## config.mk

```make
export PLATFORM = sky130hd
export DESIGN_NAME = crc32_byte_stream_flat
export DESIGN_NICKNAME = d
export VERILOG_FILES = /design/src/rtl/crc32bs_pkg.sv /design/src/rtl/crc32bs_if.sv /design/src/rtl/crc32_byte_stream.sv /design/src/flat_wrapper.sv
export SDC_FILE = /design/constraint.sdc
export NUM_CORES = 1
export LEC_CHECK = 0
export BUFFER_PORTS_ARGS = -buffer_cell sky130_fd_sc_hd__buf_2
export CELL_PAD_IN_SITES_DETAIL_PLACEMENT = 0
export CELL_PAD_IN_SITES_GLOBAL_PLACEMENT = 2
export CORE_MARGIN = 5
export CORE_UTILIZATION = 35
export DETAILED_ROUTE_END_ITERATION = 8
export HOLD_SLACK_MARGIN = 0.02
export PLACE_DENSITY_LB_ADDON = 0.05
export RECOVER_POWER = 50
export SYNTH_ARGS = -nofsm -noshare
export SYNTH_HDL_FRONTEND = slang
export SYNTH_SLANG_ARGS = --single-unit
```

## constraint.sdc

```tcl
create_clock -name clk -period 2.9 [get_ports clk]
set_input_delay 0.145 -clock clk [delete_from_list [all_inputs] [get_ports clk]]
set_output_delay 0.145 -clock clk [all_outputs]
set_load 0.05 [all_outputs]
```

## src/rtl/crc32bs_pkg.sv

```systemverilog
// ----------------------------------------------------------------------------
// crc32bs_pkg - CRC-32 byte stream package
// Constants and the byte update function for the reflected CRC-32
// (polynomial 0xEDB88320, zero start value, no final XOR).
// ----------------------------------------------------------------------------
package crc32bs_pkg;

    localparam int unsigned CRC_W  = 32;
    localparam int unsigned BYTE_W = 8;

    localparam logic [CRC_W-1:0] CRC_POLY = 32'hEDB8_8320;
    localparam logic [CRC_W-1:0] CRC_INIT = '0;

    // One byte of the reflected CRC: XOR into the low byte, then eight
    // shift-right steps with a conditional polynomial XOR.
    function automatic logic [CRC_W-1:0] crc_update_byte(
        input logic [CRC_W-1:0]  crc_in,
        input logic [BYTE_W-1:0] data_in
    );
        logic [CRC_W-1:0] crc;
        crc = crc_in ^ {{(CRC_W-BYTE_W){1'b0}}, data_in};
        for (int k = 0; k < BYTE_W; k++)
        begin
            if (crc[0])
                crc = (crc >> 1) ^ CRC_POLY;
            else
                crc = crc >> 1;
        end
        return crc;
    endfunction

endpackage

```

## src/rtl/crc32bs_if.sv

```systemverilog
// ----------------------------------------------------------------------------
// crc32bs_if - CRC-32 byte stream channels
// Valid/ready channels for the message bytes and for the finished CRC.
// ----------------------------------------------------------------------------

// Message byte channel
interface crc32bs_byte_if;
    logic                            valid;
    logic                            ready;
    logic [crc32bs_pkg::BYTE_W-1:0]  data_byte;
    logic                            last_byte;

    modport source (output valid, output data_byte, output last_byte, input ready);
    modport sink   (input valid, input data_byte, input last_byte, output ready);
endinterface

// Finished CRC channel
interface crc32bs_crc_if;
    logic                            valid;
    logic                            ready;
    logic [crc32bs_pkg::CRC_W-1:0]   crc_value;

    modport source (output valid, output crc_value, input ready);
    modport sink   (input valid, input crc_value, output ready);
endinterface

```

## src/rtl/crc32_byte_stream.sv

```systemverilog
// ----------------------------------------------------------------------------
// crc32_byte_stream - running CRC-32 over a byte stream
// Reflected CRC-32, polynomial 0xEDB88320, zero start, no final XOR.
// ----------------------------------------------------------------------------
// Usage:
//   msg : sink channel, one message byte per transfer; last_byte marks the
//         final byte of a message.
//   crc : source channel, one transfer per message carrying the CRC of all
//         bytes up to and including the byte marked last.
// A byte is captured in an input register, the eight-step XOR network
// updates the running CRC from that register, and a finished CRC lands in
// the output register. The last byte of a message passes the input register
// and then the output register before its CRC is valid. Throughput: one
// byte per cycle, except while a last byte waits in the input register for
// the output register to free.
// Reset clears the running CRC to zero and drops both valid flags.
// When the receiver stalls with a CRC pending, bytes that are not last keep
// flowing; a last byte waits in the input register until the output
// register frees, and msg.ready drops only while that byte waits.
// After a last byte the running CRC returns to zero for the next message.
// ----------------------------------------------------------------------------
module crc32_byte_stream (
    input  logic              clk,
    input  logic              rst_n,
    crc32bs_byte_if.sink      msg,
    crc32bs_crc_if.source     crc
);

    logic                            stage_valid_reg;
    logic [crc32bs_pkg::BYTE_W-1:0]  stage_byte_reg;
    logic                            stage_last_reg;

    logic [crc32bs_pkg::CRC_W-1:0]   running_crc_reg;
    logic [crc32bs_pkg::CRC_W-1:0]   running_crc_next;

    logic                            out_valid_reg;
    logic [crc32bs_pkg::CRC_W-1:0]   crc_value_reg;

    logic                            advance;
    logic                            msg_xfer;

    // Stage moves on unless a last byte meets a full, stalled output
    assign advance  = stage_valid_reg && (!stage_last_reg || !out_valid_reg || crc.ready);
    assign msg.ready = !stage_valid_reg || advance;
    assign msg_xfer  = msg.valid && msg.ready;

    // Byte update network
    assign running_crc_next = crc32bs_pkg::crc_update_byte(running_crc_reg, stage_byte_reg);

    // Input register control
    always_ff @(posedge clk or negedge rst_n)
    begin
        if (!rst_n)
            stage_valid_reg <= 1'b0;
        else if (msg.ready)
            stage_valid_reg <= msg.valid;
    end

    // Input register payload
    always_ff @(posedge clk)
    begin
        if (msg_xfer)
        begin
            stage_byte_reg <= msg.data_byte;
            stage_last_reg <= msg.last_byte;
        end
    end

    // Running CRC, cleared after a last byte
    always_ff @(posedge clk or negedge rst_n)
    begin
        if (!rst_n)
            running_crc_reg <= crc32bs_pkg::CRC_INIT;
        else if (advance)
            running_crc_reg <= stage_last_reg ? crc32bs_pkg::CRC_INIT : running_crc_next;
    end

    // Output register control
    always_ff @(posedge clk or negedge rst_n)
    begin
        if (!rst_n)
            out_valid_reg <= 1'b0;
        else if (advance && stage_last_reg)
            out_valid_reg <= 1'b1;
        else if (crc.ready)
            out_valid_reg <= 1'b0;
    end

    // Output register payload
    always_ff @(posedge clk)
    begin
        if (advance && stage_last_reg)
            crc_value_reg <= running_crc_next;
    end

    assign crc.valid     = out_valid_reg;
    assign crc.crc_value = crc_value_reg;

endmodule
```

## src/flat_wrapper.sv

```systemverilog
// flat-port wrapper written by rule: the top's interface ports become plain ports
module crc32_byte_stream_flat 
  (clk, rst_n, msg_valid, msg_data_byte, msg_last_byte, msg_ready, crc_valid, crc_crc_value, crc_ready);
  crc32bs_byte_if msg_i ();
  crc32bs_crc_if crc_i ();
  input  logic clk;
  input  logic rst_n;
  input wire logic [$bits(msg_i.valid)-1:0] msg_valid;
  input wire logic [$bits(msg_i.data_byte)-1:0] msg_data_byte;
  input wire logic [$bits(msg_i.last_byte)-1:0] msg_last_byte;
  output wire logic [$bits(msg_i.ready)-1:0] msg_ready;
  output wire logic [$bits(crc_i.valid)-1:0] crc_valid;
  output wire logic [$bits(crc_i.crc_value)-1:0] crc_crc_value;
  input wire logic [$bits(crc_i.ready)-1:0] crc_ready;
  assign msg_i.valid = msg_valid;
  assign msg_i.data_byte = msg_data_byte;
  assign msg_i.last_byte = msg_last_byte;
  assign msg_ready = msg_i.ready;
  assign crc_valid = crc_i.valid;
  assign crc_crc_value = crc_i.crc_value;
  assign crc_i.ready = crc_ready;
  crc32_byte_stream u_core (.clk(clk), .rst_n(rst_n), .msg(msg_i), .crc(crc_i));
endmodule
```

==> key figures <==
Clock tree
  • Number of buffers added to fix hold violations after cts: 11
  • Clock buffers created by TritonCTS: 9
  • Number of clock sinks: 75
  • TritonCTS clock tree: done
  • Post-cts resize count: 0
  • Buffer cell driving the clock tree root: sky130_fd_sc_hd__clkbuf_8
  • Number of buffers inserted to repair setup after CTS: 0
  • H-tree Lvls: 3
  • Clock Path Buffers: 2
  • Insertion delay of the later-clocked pin in the worst-skew pair: approximately 0.35 ns
  • Worst-path clk slew: 0.09 ns

Timing
  • Count of endpoints failing setup in the final report: 0
  • Fmax: between 0.4 and 0.5 GHz
  • Clk_skew: slightly above 0.009 ns
  • Unrepaired setup endpoints after global routing: false
  • Total negative slack: 0 ns
  • Share of the clock period used by the worst path after layout: 0.802
  • Number of hold violations in the final report: 0
  • Number of slew-limit violations in the final report: 35
  • Worst-case hold slack: between 0.03 and 0.04 ns
  • Smallest setup slack after layout: ~0.57 ns
  • Least-Margin Pin Slew: around 2.1 ns
  • Relative max-transition margin: -0.375
  • Final worst path period need: roughly 2.3 ns

Die
  • Die Span Y: between 100 and 150 um
  • Number of placement rows: 36
  • Starting density of the core: 0.354
  • Die X: around 110 um
  • Die ar.: ~12,000 um^2
  • Ports placed on the boundary: 47
  • Placeable core region: between 9000 and 10,000 um^2

Logic synthesis
  • Summed instance area of the synthesized netlist: 3430 um^2
  • Post-Syn Instances: ~190
  • Proportion of netlist area held by the largest area contributor: 0.359
  • Synthesis Warnings: 0
  • Nets in the synthesized netlist: 205
  • Proportion of synthesized chip area in sequential cells: 0.607
  • Count of distinct cell types in the synthesized netlist: 21
  • Synthesis-stage register bit count: 75
  • Synthesized area per cell: between 15 and 20 um^2
  • Cell taking the most area after synthesis: sky130_fd_sc_hd__edfxtp_1
  • Dominant cells by area after synthesis: sky130_fd_sc_hd__edfxtp_1 (36%), sky130_fd_sc_hd__dfrtp_1 (25%), sky130_fd_sc_hd__xnor3_1 (10%)

Global route
  • Total Routing Usage GR: 0.138
  • Initial antenna violation count: 0
  • Largest net degree at the start of global routing: 35
  • Wire length of the first global-routing pass: about 12 mm
  • Number of global-route vias before repair: ~2,000
  • Grt ovf: 0

Worst setup path
  • Required @ worst endpoint: between 3 and 4 ns
  • Critical path's slowest cell: sky130_fd_sc_hd__xnor2_1
  • Longest individual stage delay on the worst path: just over 0.8 ns
  • Setup CP Type: reg2reg
  • Kind of start point of the critical path: flip-flop
  • Total stage count of the critical path: 4
  • Worst-path maximum fanout: 10
  • Ordered list of cells on the worst path: xnor2_1 -> xnor2_4 -> xnor3_1 -> a22o_1
  • Buffering stage count on the worst path with inverters included: 0
  • Critical path data arrival time: 2.56 ns
  • Kind of capture point of the worst setup path: flip-flop
  • Number of cells traversed by the worst register-to-register path: 4
  • Cell class contributing the biggest share of worst-path delay: XOR/XNOR gates

Drt
  • Met1 WL: between 3 and 4 mm
  • Highest metal layer with signal wires: met4
  • DR iter-0 viols: 74
  • Number of remaining DRC errors: 0
  • Via count of the routed design: 1,849
  • Met2 wire len: about 3.5 mm
  • Number of vias per cell after detailed routing: approximately 4.6
  • Detailed-route wire length per cell: roughly 19 um
  • ANT nets after route: 0
  • Number of detailed-route iterations in the first pass: 4
  • Wire length after detailed routing: between 7 and 8 mm
  • Metal3 WL: between 200 and 300 um

Placement
  • Setup WS pre-CTS: between 0.5 and 0.6 ns
  • Placed wire-length estimate after detailed placement: between 5 and 6 mm
  • Number of buffers added on ports: 46
  • RePlAce Congestion: 0.738
  • Instance area at placement: approximately 3900 um^2

Worst hold path
  • Worst min path class: in2reg
  • Min-Delay Path Depth: 2

Run status
  • Failing checks: max-capacitance violations, max-slew violations
  • Outcome: finished, violations left

Final layout
  • Area overhead of the layout relative to synthesis: 20.2%
  • Fraction of final layout cells sized beyond drive strength 1: 0.162
  • Final Instance Area: between 4000 and 5000 um^2
  • Antenna cells: 0
  • Filler Cells Inserted: ~900
  • Net count, final: 274

Run
  • Max-Cap Viols: 1
-- final timing paths --
| path | slack, ns | to | start |
|---|---|---|---|
| max | 0.57 | u_core.running_crc_reg[21] | u_core.running_crc_reg[7] |
| min | 0.04 | u_core.crc.valid | crc_ready |
| max reg2reg | 0.57 | u_core.running_crc_reg[21] | u_core.running_crc_reg[7] |
| min reg2reg | 0.50 | u_core.running_crc_reg[22] | u_core.running_crc_reg[22] |
| max in group asynchronous | 0.78 | u_core.running_crc_reg[6] | rst_n |
| min in group asynchronous | 0.93 | u_core.running_crc_reg[0] | rst_n |
-- Yosys cell counts (all sizes together) --
master  number
and2         1
xnor3       16
edfxtp      41
xnor2       37
a22o        30
o22ai        1
nand2b       1
xor3         5
o21ai        2
inv          4
nor2         2
o31ai        1
clkbuf       6
nand4b       1
nand2        3
dfrtp       34
xor2         7
-- layout make-up --
class                           instances  area, um^2  area share
Timing Repair Buffer                   64         347      0.0840
Clock buffer                            9         124      0.0300
Clock inverter                          7        76.3      0.0185
Tap cell                              133         166      0.0404
Multi-Input combinational cell        107        1310       0.319
Inverter                                4        15.0     0.00364
Sequential cell                        75        2080       0.505
-- through the flow --
stage / std cells / util
5_1_grt: 399 / 0.426
2_1_floorplan: 192 / -
3_3_place_gp: 371 / 0.399
4_1_cts: 398 / 0.431
3_5_place_dp: 371 / 0.399
6_report: 399 / 0.426
-- per-layer routing --
metal / vias up / GRT usage
met5: - / 0
met4: 0 / 0.0487
met3: 9 / 0.0284
met2: 36 / 0.220
met1: 957 / 0.187
li1: 847 / -
-- cell usage in the layout (no fill, tap or decap), types with 7 or more instances in the layout --
cell type,instances
sky130_fd_sc_hd__a22o_1,30
sky130_fd_sc_hd__buf_2,9
sky130_fd_sc_hd__buf_4,7
sky130_fd_sc_hd__clkbuf_1,37
sky130_fd_sc_hd__clkbuf_8,9
sky130_fd_sc_hd__dfrtp_1,34
sky130_fd_sc_hd__dlygate4sd3_1,11
sky130_fd_sc_hd__edfxtp_1,41
sky130_fd_sc_hd__xnor2_1,29
sky130_fd_sc_hd__xnor3_1,16
sky130_fd_sc_hd__xor2_1,7
-- cell families (layout without fill, tap and decap cells) --
group,Yosys count,in the layout,share of synthesized area
flip-flops,75,75,0.607
XOR/XNOR,65,65,0.287
AO/OA/AOI/OAI,34,34,0.0835
buffers and inverters,10,84,0.0109
AND/OR/NAND/NOR,8,8,0.0117
Power is left out: the tool's default activity adds up to more than one toggle a clock period on the data nets, which glitch-free logic cannot reach.
